===== src/rtl/i2cmra_pkg.sv =====
package i2cmra_pkg;

  // Request kinds carried on the input tuser
  localparam logic [1:0] KIND_TICK  = 2'd0;
  localparam logic [1:0] KIND_WRITE = 2'd1;
  localparam logic [1:0] KIND_READ  = 2'd2;

  localparam logic [3:0]  BITS_PER_BYTE = 4'd8;
  localparam logic [7:0]  MSB_MASK = 8'h80;
  localparam logic [7:0]  READ_BIT = 8'h01;

  // Bus phases, one-hot
  typedef enum logic [20:0] {
    PH_IDLE      = 21'h000001,
    PH_START_LOW = 21'h000002,
    PH_TX_LOW    = 21'h000004,
    PH_TX_DATA   = 21'h000008,
    PH_TX_HIGH   = 21'h000010,
    PH_ACK_LOW   = 21'h000020,
    PH_ACK_REL   = 21'h000040,
    PH_ACK_HIGH  = 21'h000080,
    PH_RS_LOW    = 21'h000100,
    PH_RS_HIGH   = 21'h000200,
    PH_RS_FALL   = 21'h000400,
    PH_RX_LOW    = 21'h000800,
    PH_RX_HIGH   = 21'h001000,
    PH_MA_LOW    = 21'h002000,
    PH_MA_SET    = 21'h004000,
    PH_MA_HIGH   = 21'h008000,
    PH_MA_END    = 21'h010000,
    PH_SP_LOW    = 21'h020000,
    PH_SP_SDA    = 21'h040000,
    PH_SP_HIGH   = 21'h080000,
    PH_SP_END    = 21'h100000
  } phase_t;

  // Byte in flight
  typedef enum logic [3:0] {
    STG_ADDR  = 4'b0001,
    STG_REG   = 4'b0010,
    STG_DATA  = 4'b0100,
    STG_RADDR = 4'b1000
  } stage_t;

  typedef struct packed {
    logic [1:0] kind;
    logic [7:0] slave_address;
    logic [7:0] register_address;
    logic [7:0] write_byte;
    logic [7:0] read_count;
    logic       sda_in;
  } tick_req_t;

  typedef struct packed {
    logic       scl_level;
    logic       sda_level;
    logic [7:0] read_byte;
    logic       read_valid;
    logic       last_byte;
    logic       done_res;
    logic       success;
    logic       busy_res;
  } tick_res_t;

endpackage


===== src/rtl/i2cmra_seq.sv =====
module i2cmra_seq (
  input  logic                 clk,
  input  logic                 rst_n,
  input  logic                 step,
  input  i2cmra_pkg::tick_req_t req,
  output i2cmra_pkg::tick_res_t res
);

  i2cmra_pkg::phase_t phase_r, phase_nxt;
  i2cmra_pkg::stage_t stage_r, stage_nxt;
  logic [3:0] bit_count_r, bit_count_nxt;
  logic [7:0] shift_r, shift_nxt;
  logic [7:0] bytes_left_r, bytes_left_nxt;
  logic [7:0] held_addr_r, held_addr_nxt;
  logic [7:0] held_reg_r, held_reg_nxt;
  logic [7:0] held_data_r, held_data_nxt;
  logic       is_read_r, is_read_nxt;
  logic       failed_r, failed_nxt;
  logic       scl_r, scl_nxt;
  logic       sda_r, sda_nxt;
  logic [3:0] bit_inc;
  logic [7:0] rx_shift;
  logic [7:0] bytes_dec;

  assign bit_inc   = bit_count_r + 4'd1;
  assign rx_shift  = {shift_r[6:0], req.sda_in};
  assign bytes_dec = (bytes_left_r != 8'd0) ? bytes_left_r - 8'd1 : bytes_left_r;

  always_comb begin
    phase_nxt      = phase_r;
    stage_nxt      = stage_r;
    bit_count_nxt  = bit_count_r;
    shift_nxt      = shift_r;
    bytes_left_nxt = bytes_left_r;
    held_addr_nxt  = held_addr_r;
    held_reg_nxt   = held_reg_r;
    held_data_nxt  = held_data_r;
    is_read_nxt    = is_read_r;
    failed_nxt     = failed_r;
    scl_nxt        = scl_r;
    sda_nxt        = sda_r;
    res            = '0;

    case (phase_r)
      i2cmra_pkg::PH_START_LOW: begin
        sda_nxt       = 1'b0;
        stage_nxt     = i2cmra_pkg::STG_ADDR;
        shift_nxt     = held_addr_r;
        bit_count_nxt = 4'd0;
        phase_nxt     = i2cmra_pkg::PH_TX_LOW;
      end
      i2cmra_pkg::PH_TX_LOW: begin
        scl_nxt   = 1'b0;
        phase_nxt = i2cmra_pkg::PH_TX_DATA;
      end
      i2cmra_pkg::PH_TX_DATA: begin
        sda_nxt   = |(shift_r & i2cmra_pkg::MSB_MASK);
        shift_nxt = {shift_r[6:0], 1'b0};
        phase_nxt = i2cmra_pkg::PH_TX_HIGH;
      end
      i2cmra_pkg::PH_TX_HIGH: begin
        scl_nxt       = 1'b1;
        bit_count_nxt = bit_inc;
        phase_nxt     = (bit_inc >= i2cmra_pkg::BITS_PER_BYTE) ?
                        i2cmra_pkg::PH_ACK_LOW : i2cmra_pkg::PH_TX_LOW;
      end
      i2cmra_pkg::PH_ACK_LOW: begin
        scl_nxt   = 1'b0;
        phase_nxt = i2cmra_pkg::PH_ACK_REL;
      end
      i2cmra_pkg::PH_ACK_REL: begin
        sda_nxt   = 1'b1;
        phase_nxt = i2cmra_pkg::PH_ACK_HIGH;
      end
      i2cmra_pkg::PH_ACK_HIGH: begin
        scl_nxt = 1'b1;
        case (stage_r)
          i2cmra_pkg::STG_ADDR: begin
            if (req.sda_in) begin
              failed_nxt = 1'b1;
              phase_nxt  = i2cmra_pkg::PH_SP_LOW;
            end else begin
              stage_nxt     = i2cmra_pkg::STG_REG;
              shift_nxt     = held_reg_r;
              bit_count_nxt = 4'd0;
              phase_nxt     = i2cmra_pkg::PH_TX_LOW;
            end
          end
          i2cmra_pkg::STG_REG: begin
            if (is_read_r) begin
              phase_nxt = i2cmra_pkg::PH_RS_LOW;
            end else begin
              stage_nxt     = i2cmra_pkg::STG_DATA;
              shift_nxt     = held_data_r;
              bit_count_nxt = 4'd0;
              phase_nxt     = i2cmra_pkg::PH_TX_LOW;
            end
          end
          i2cmra_pkg::STG_DATA: begin
            phase_nxt = i2cmra_pkg::PH_SP_LOW;
          end
          default: begin
            if (bytes_left_r == 8'd0) begin
              phase_nxt = i2cmra_pkg::PH_SP_LOW;
            end else begin
              shift_nxt     = 8'd0;
              bit_count_nxt = 4'd0;
              phase_nxt     = i2cmra_pkg::PH_RX_LOW;
            end
          end
        endcase
      end
      i2cmra_pkg::PH_RS_LOW: begin
        scl_nxt   = 1'b0;
        sda_nxt   = 1'b1;
        phase_nxt = i2cmra_pkg::PH_RS_HIGH;
      end
      i2cmra_pkg::PH_RS_HIGH: begin
        scl_nxt   = 1'b1;
        phase_nxt = i2cmra_pkg::PH_RS_FALL;
      end
      i2cmra_pkg::PH_RS_FALL: begin
        sda_nxt       = 1'b0;
        stage_nxt     = i2cmra_pkg::STG_RADDR;
        shift_nxt     = held_addr_r | i2cmra_pkg::READ_BIT;
        bit_count_nxt = 4'd0;
        phase_nxt     = i2cmra_pkg::PH_TX_LOW;
      end
      i2cmra_pkg::PH_RX_LOW: begin
        scl_nxt   = 1'b0;
        sda_nxt   = 1'b1;
        phase_nxt = i2cmra_pkg::PH_RX_HIGH;
      end
      i2cmra_pkg::PH_RX_HIGH: begin
        scl_nxt       = 1'b1;
        shift_nxt     = rx_shift;
        bit_count_nxt = bit_inc;
        if (bit_inc >= i2cmra_pkg::BITS_PER_BYTE) begin
          res.read_byte  = rx_shift;
          res.read_valid = 1'b1;
          res.last_byte  = (bytes_left_r == 8'd1);
          phase_nxt      = i2cmra_pkg::PH_MA_LOW;
        end else begin
          phase_nxt = i2cmra_pkg::PH_RX_LOW;
        end
      end
      i2cmra_pkg::PH_MA_LOW: begin
        scl_nxt   = 1'b0;
        phase_nxt = i2cmra_pkg::PH_MA_SET;
      end
      i2cmra_pkg::PH_MA_SET: begin
        // nack the final byte, ack the rest
        sda_nxt   = (bytes_left_r <= 8'd1);
        phase_nxt = i2cmra_pkg::PH_MA_HIGH;
      end
      i2cmra_pkg::PH_MA_HIGH: begin
        scl_nxt   = 1'b1;
        phase_nxt = i2cmra_pkg::PH_MA_END;
      end
      i2cmra_pkg::PH_MA_END: begin
        scl_nxt        = 1'b0;
        bytes_left_nxt = bytes_dec;
        if (bytes_dec == 8'd0) begin
          phase_nxt = i2cmra_pkg::PH_SP_LOW;
        end else begin
          shift_nxt     = 8'd0;
          bit_count_nxt = 4'd0;
          phase_nxt     = i2cmra_pkg::PH_RX_LOW;
        end
      end
      i2cmra_pkg::PH_SP_LOW: begin
        scl_nxt   = 1'b0;
        phase_nxt = i2cmra_pkg::PH_SP_SDA;
      end
      i2cmra_pkg::PH_SP_SDA: begin
        sda_nxt   = 1'b0;
        phase_nxt = i2cmra_pkg::PH_SP_HIGH;
      end
      i2cmra_pkg::PH_SP_HIGH: begin
        scl_nxt   = 1'b1;
        phase_nxt = i2cmra_pkg::PH_SP_END;
      end
      i2cmra_pkg::PH_SP_END: begin
        sda_nxt     = 1'b1;
        res.done_res = 1'b1;
        res.success  = ~failed_r;
        phase_nxt   = i2cmra_pkg::PH_IDLE;
      end
      default: begin
        phase_nxt = i2cmra_pkg::PH_IDLE;
        if (req.kind == i2cmra_pkg::KIND_WRITE || req.kind == i2cmra_pkg::KIND_READ) begin
          held_addr_nxt  = req.slave_address;
          held_reg_nxt   = req.register_address;
          held_data_nxt  = req.write_byte;
          bytes_left_nxt = req.read_count;
          is_read_nxt    = (req.kind == i2cmra_pkg::KIND_READ);
          failed_nxt     = 1'b0;
          stage_nxt      = i2cmra_pkg::STG_ADDR;
          bit_count_nxt  = 4'd0;
          shift_nxt      = 8'd0;
          scl_nxt        = 1'b1;
          sda_nxt        = 1'b1;
          if (!req.sda_in) begin
            // bus held low by someone else: fail at once, no stop
            res.done_res = 1'b1;
          end else begin
            phase_nxt = i2cmra_pkg::PH_START_LOW;
          end
        end
      end
    endcase

    res.scl_level = scl_nxt;
    res.sda_level = sda_nxt;
    res.busy_res  = (phase_nxt != i2cmra_pkg::PH_IDLE);
  end

  always_ff @(posedge clk) begin
    if (!rst_n) begin
      phase_r      <= i2cmra_pkg::PH_IDLE;
      stage_r      <= i2cmra_pkg::STG_ADDR;
      bit_count_r  <= 4'd0;
      shift_r      <= 8'd0;
      bytes_left_r <= 8'd0;
      held_addr_r  <= 8'd0;
      held_reg_r   <= 8'd0;
      held_data_r  <= 8'd0;
      is_read_r    <= 1'b0;
      failed_r     <= 1'b0;
      scl_r        <= 1'b1;
      sda_r        <= 1'b1;
    end else if (step) begin
      phase_r      <= phase_nxt;
      stage_r      <= stage_nxt;
      bit_count_r  <= bit_count_nxt;
      shift_r      <= shift_nxt;
      bytes_left_r <= bytes_left_nxt;
      held_addr_r  <= held_addr_nxt;
      held_reg_r   <= held_reg_nxt;
      held_data_r  <= held_data_nxt;
      is_read_r    <= is_read_nxt;
      failed_r     <= failed_nxt;
      scl_r        <= scl_nxt;
      sda_r        <= sda_nxt;
    end
  end

  assert property (@(posedge clk) disable iff (!rst_n)
    (phase_r == i2cmra_pkg::PH_IDLE) |-> (scl_r && sda_r))
    else $error("bus not released while idle");

  assert property (@(posedge clk) disable iff (!rst_n)
    (phase_r == i2cmra_pkg::PH_TX_HIGH || phase_r == i2cmra_pkg::PH_RX_HIGH)
      |-> (bit_count_r < i2cmra_pkg::BITS_PER_BYTE))
    else $error("bit counter ran past a byte");

  assert property (@(posedge clk) disable iff (!rst_n)
    (step && phase_r == i2cmra_pkg::PH_TX_DATA) |=> !scl_r)
    else $error("SDA changed while SCL released");

endmodule


===== src/rtl/i2c_master_register_access_top.sv =====
// Channel   | handshake               | tdata / tuser / tlast
// ----------+-------------------------+------------------------------------------
// in_       | in_tvalid / in_tready   | tdata: addr, reg, wbyte, count, sda_in
//           |                         | tuser: kind
// out_      | out_tvalid / out_tready | tdata: scl, sda, rbyte, rvalid, done,
//           |                         | success, busy; tlast: last_byte
//
// Each request (one bus tick) is taken on its handshake and its result appears in
// the output register on the next cycle; one request per cycle is sustained while
// out_tready is high. That register loads the combinational sequencer update.
// A new request is taken while the current result is being taken in the same cycle.
// Reset (rst_n low, synchronous) idles the sequencer and releases SCL and SDA.
// A stalled result holds the output and blocks input until it is taken.
module i2c_master_register_access_top (
  input  logic        clk,
  input  logic        rst_n,
  input  logic        in_tvalid,
  output logic        in_tready,
  // [7:0] slave_address, [15:8] register_address, [23:16] write_byte,
  // [31:24] read_count, [32] sda_in, [39:33] zero
  input  logic [39:0] in_tdata,
  // [1:0] kind
  input  logic [1:0]  in_tuser,
  output logic        out_tvalid,
  input  logic        out_tready,
  // [0] scl_level, [1] sda_level, [9:2] read_byte, [10] read_valid,
  // [11] done_res, [12] success, [13] busy_res, [15:14] zero
  output logic [15:0] out_tdata,
  output logic        out_tlast
);

  i2cmra_pkg::tick_req_t req;
  i2cmra_pkg::tick_res_t res;
  logic                  step;
  logic                  out_valid_r;
  logic [15:0]           out_data_r;
  logic                  out_last_r;

  // take a request whenever the output slot is free or being emptied
  assign in_tready = !out_valid_r || out_tready;
  assign step      = in_tvalid && in_tready;

  assign req.kind             = in_tuser;
  assign req.slave_address    = in_tdata[7:0];
  assign req.register_address = in_tdata[15:8];
  assign req.write_byte       = in_tdata[23:16];
  assign req.read_count       = in_tdata[31:24];
  assign req.sda_in           = in_tdata[32];

  i2cmra_seq u_seq (
    .clk   (clk),
    .rst_n (rst_n),
    .step  (step),
    .req   (req),
    .res   (res)
  );

  // output register: valid is control, payload loads on each request
  always_ff @(posedge clk) begin
    if (!rst_n) begin
      out_valid_r <= 1'b0;
    end else if (step) begin
      out_valid_r <= 1'b1;
    end else if (out_tready) begin
      out_valid_r <= 1'b0;
    end
  end

  always_ff @(posedge clk) begin
    if (step) begin
      out_data_r <= {2'b00, res.busy_res, res.success, res.done_res, res.read_valid,
                     res.read_byte, res.sda_level, res.scl_level};
      out_last_r <= res.last_byte;
    end
  end

  assign out_tvalid = out_valid_r;
  assign out_tdata  = out_data_r;
  assign out_tlast  = out_last_r;

  assert property (@(posedge clk) disable iff (!rst_n)
    (out_tvalid && out_tdata[12]) |-> out_tdata[11])
    else $error("success flagged without done");

  assert property (@(posedge clk) disable iff (!rst_n)
    (out_tvalid && out_tdata[11]) |-> !out_tdata[13])
    else $error("busy still set on done tick");

  assert property (@(posedge clk) disable iff (!rst_n)
    (out_tvalid && out_tlast) |-> out_tdata[10])
    else $error("last byte without a received byte");

  assert property (@(posedge clk) disable iff (!rst_n)
    (out_tvalid && out_tdata[10]) |-> (out_tdata[0] && !out_tdata[11]))
    else $error("byte received outside SCL high");

  assert property (@(posedge clk) disable iff (!rst_n)
    (out_tvalid && !out_tready) |-> !in_tready)
    else $error("request taken over a stalled result");

endmodule


===== config.mk =====
export PLATFORM = sky130hd
export DESIGN_NAME = i2c_master_register_access_top
export DESIGN_NICKNAME = d
export VERILOG_FILES = /design/src/rtl/i2cmra_pkg.sv /design/src/rtl/i2cmra_seq.sv /design/src/rtl/i2c_master_register_access_top.sv
export SDC_FILE = /design/constraint.sdc
export NUM_CORES = 1
export LEC_CHECK = 0
export ABC_AREA = 0
export BUFFER_PORTS_ARGS = -buffer_cell sky130_fd_sc_hd__buf_4
export CAP_MARGIN = 20
export CORE_MARGIN = 2
export CORE_UTILIZATION = 35
export CTS_CLUSTER_SIZE = 20
export DETAILED_ROUTE_END_ITERATION = 12
export PLACE_DENSITY = 0.51
export REMOVE_ABC_BUFFERS = 1
export SLEW_MARGIN = 20
export SYNTH_ARGS = -nofsm -noshare
export SYNTH_HDL_FRONTEND = slang
export SYNTH_HIERARCHICAL = 1
export SYNTH_SLANG_ARGS = --single-unit

===== constraint.sdc =====
create_clock -name clk -period 6.5 [get_ports clk]
set_input_delay 0.325 -clock clk [delete_from_list [all_inputs] [get_ports clk]]
set_output_delay 0.325 -clock clk [all_outputs]
set_load 0.005 [all_outputs]

==> qor.txt <==
Status -> finished, final reports clean
Max clock buf depth -> 2
Total CTS buffers -> 9
Final worst-path cycle share -> 60.1%
DRT iter0 DRCs -> 360
Area Overhead vs Synth -> 13.3%
H-tree level count -> 3
Residual DRC -> 0
First-pass GRT wire length -> 24,100 µm
Synth Instances -> 615
Worst path max stage delay -> 0.70 ns
Buf+Inv Stages, Crit Path -> 1
Ys async rst share -> 0%
Via count -> 4,671
Initial antenna violation count -> 0
Vias in the first global route -> 4,357
Synth warn -> 6
Storage element area -> 0.00193 mm²
Slew Limit Fails -> 0
Largest net degree at the start of global routing -> 108
Hold Startpoint -> in_tdata[6]
Worst-Margin Slew -> 1.08 ns
Worst hold slack -> 0.216 ns
CP max-delay cell -> nor3_2
WP data arrival -> 4.18 ns
F_max -> 256 MHz
Worst-path cell chain -> nor3_2 > nand4_2 > nor3_2 > a31o_2 > or4_1 > buf_4 > nand3_1 > o21ai_1
Critical Path Source -> u_seq/phase_r[18]$_SDFFE_PN0P_
Routed WL per cell -> 18.3 µm
Tot GR Track Use -> 19.1%
Clock slew at the register clock pins of the worst setup and hold paths -> 0.07 ns
Core ar. -> 0.0145 mm²
Ant diodes -> 0
FF-to-FF Start -> u_seq/phase_r[18]$_SDFFE_PN0P_
Max cap viols -> 0
Initial Util -> 35.7%
Die footprint -> 0.0158 mm²
Req. time, crit path -> 6.78 ns
Synthesized cell area -> 0.00519 mm²
Die W -> 126 µm
Kind of cell adding the most delay to the critical path -> simple AND/OR/NAND/NOR gates
Most common cell after layout, fill and taps aside -> dfxtp_1
Crit Path Max Fanout -> 36
PD cells -> 221 mW/mm²
Area contributors post-synth -> dfxtp_1 29%, edfxtp_1 8.7%, nand2_1 5.1%
Fin nets -> 686
Final wirelength -> 15,100 µm
Final setup margin -> 2.60 ns
Rel. slew slack -> 26.7%
WS Path Type -> reg -> reg
Crit path launch type -> flip-flop
EDFF count, synth -> 15
Multi-input gate area -> 0.00298 mm²
Most frequent cells in the layout -> 74 x dfxtp_1, 70 x nand2_1, 58 x buf_4, 49 x nand3_1, 34 x nor2_1
Leak pwr -> 2.31 nW
Post-CTS setup buffers -> 0
Hold crit path type -> in -> reg
VDD IR max -> 120 µV
Die Height -> 126 µm
Final Hold Fails -> 0
CTS tree -> built
Cell mode on critical path -> nor3_2
Avg Cell Area, Syn -> 8.44 µm²
Drt via density -> 5.67
Area leader, netlist -> dfxtp_1
Seq cells post-synth -> 89
Post-layout min period -> 3.90 ns
Sequential share of the synthesized area -> 37.2%
Clock root buffer -> clkbuf_16
# resized after CTS -> 0
Critical path endpoint category -> flip-flop
Unrepaired setup endpoints after global routing -> false
Ys flop type -> dfxtp_1
Hold_buf cts -> 0
IO Count -> 65
Setup violations, final -> 0
Area share of the largest cell type after synthesis -> 28.5%
Clock Skews -> 0.00903 ns
Dpl hpwl -> 10,400 µm
Routability cong. -> 0.962
Std-Cell Rows -> 44
Place WS -> 2.50 ns
Share of cells above drive strength 1 -> 15.6%
GRT overflow -> 0
DR pass1 iterations -> 5
Total Negative Setup Slacks -> 0 ns
Netlist cell types -> 84
Port-buffer cells -> 55
Post-route ant nets -> 0
Clk_lat worst skew -> 0.35 ns
Sink Count -> 89
Fillers -> 1,515
[logic make-up after synthesis]
kind of cell	share of synthesized area [%]
multiplexers	2.31
buffers and inverters	5.54
XOR/XNOR	2.02
adder cells (fa/ha/maj)	1.21
AO/OA/AOI/OAI	16.7
AND/OR/NAND/NOR	35.0
flip-flops	37.2
other	0.0722
[cell usage after synthesis (4+ instances only)]
library cell	count
dfxtp_1	74
nand2_1	70
nand3_1	49
nor2_1	34
o21ai_1	31
nor3_1	27
nor2b_1	22
o21ai_0	19
clkbuf_1	18
buf_2	16
edfxtp_1	15
nor4_1	14
mux2i_1	12
nand4_1	11
o211a_1	11
a21oi_1	9
and3_1	9
buf_4	9
and2_1	8
inv_1	8
xor2_1	8
a222oi_1	7
nand2b_1	7
or3_1	7
o21a_1	6
ha_1	5
nor3b_1	5
or4_1	5
buf_1	4
nand3b_1	4
nor4b_1	4
xnor2_1	4
[layer usage]
layer / GRT usage [%] / share of wire, % / vias up
met5: 0 / 0 / -
met4: 5.88 / 2.0 / 0
met3: 3.19 / 3.8 / 19
met2: 31.5 / 47 / 121
met1: 25.9 / 47 / 2226
li1: - / - / 2305
[tightest hold or removal path, cell delays in order]
cell     delay, ns
buf_4         0.11
nand2_1       0.04
o21ai_1       0.05
[path summary, 6_finish.rpt]
path	endpoint	slack [ns]	depth (start not counted)
worst min register to register	u_seq/held_data_r[0]$_SDFFE_PN0P_	0.46	2
worst max-delay path	u_seq/held_data_r[2]$_SDFFE_PN0P_	2.60	8
worst max register to register	u_seq/held_data_r[2]$_SDFFE_PN0P_	2.60	8
worst min-delay path	u_seq/held_addr_r[6]$_SDFFE_PN0P_	0.22	3
[sequential cells by signal, summed over array words and instances, names as in the netlist]
| register | count |
|---|---|
| u_seq/held_data_r | 8 |
| u_seq/failed_r | 1 |
| u_seq/phase_r | 21 |
| u_seq/sda_r | 1 |
| u_seq/shift_r | 8 |
| u_seq/stage_r | 4 |
| out_tdata | 14 |
| out_tlast | 1 |
| u_seq/held_reg_r | 8 |
| u_seq/held_addr_r | 8 |
| out_tvalid | 1 |
| u_seq/scl_r | 1 |
| u_seq/bit_count_r | 4 |
| u_seq/is_read_r | 1 |
| u_seq/bytes_left_r | 8 |
[final cells by class]
| type | instances | share of cell area, % |
|---|---|---|
| clock buffer | 10 | 3.89 |
| clock inverter | 6 | 0.851 |
| inverter | 8 | 0.511 |
| multi-input combinational | 469 | 50.6 |
| sequential | 89 | 32.8 |
| tap | 184 | 3.91 |
| timing repair buffer | 58 | 7.40 |
[through the flow]
step | util [%] | area [µm²] | cells | total power [mW]
floorplan | - | 4940 | 566 | 0.728
global placement | 38.6 | 5600 | 808 | 0.804
detailed placement | 38.6 | 5600 | 808 | 0.807
CTS | 40.5 | 5880 | 824 | 1.32
global route | 40.5 | 5880 | 824 | 1.36
finish | 40.5 | 5880 | 824 | 1.30
[where the power goes]
part	switching, mW	internal (mW)	leakage (nW)
Sequential	0.0225	0.587	0.747
Combinational	0.111	0.0742	1.43
Clock	0.239	0.265	0.135
Total	0.373	0.926	2.31
Power figures use the tool's default switching activity.
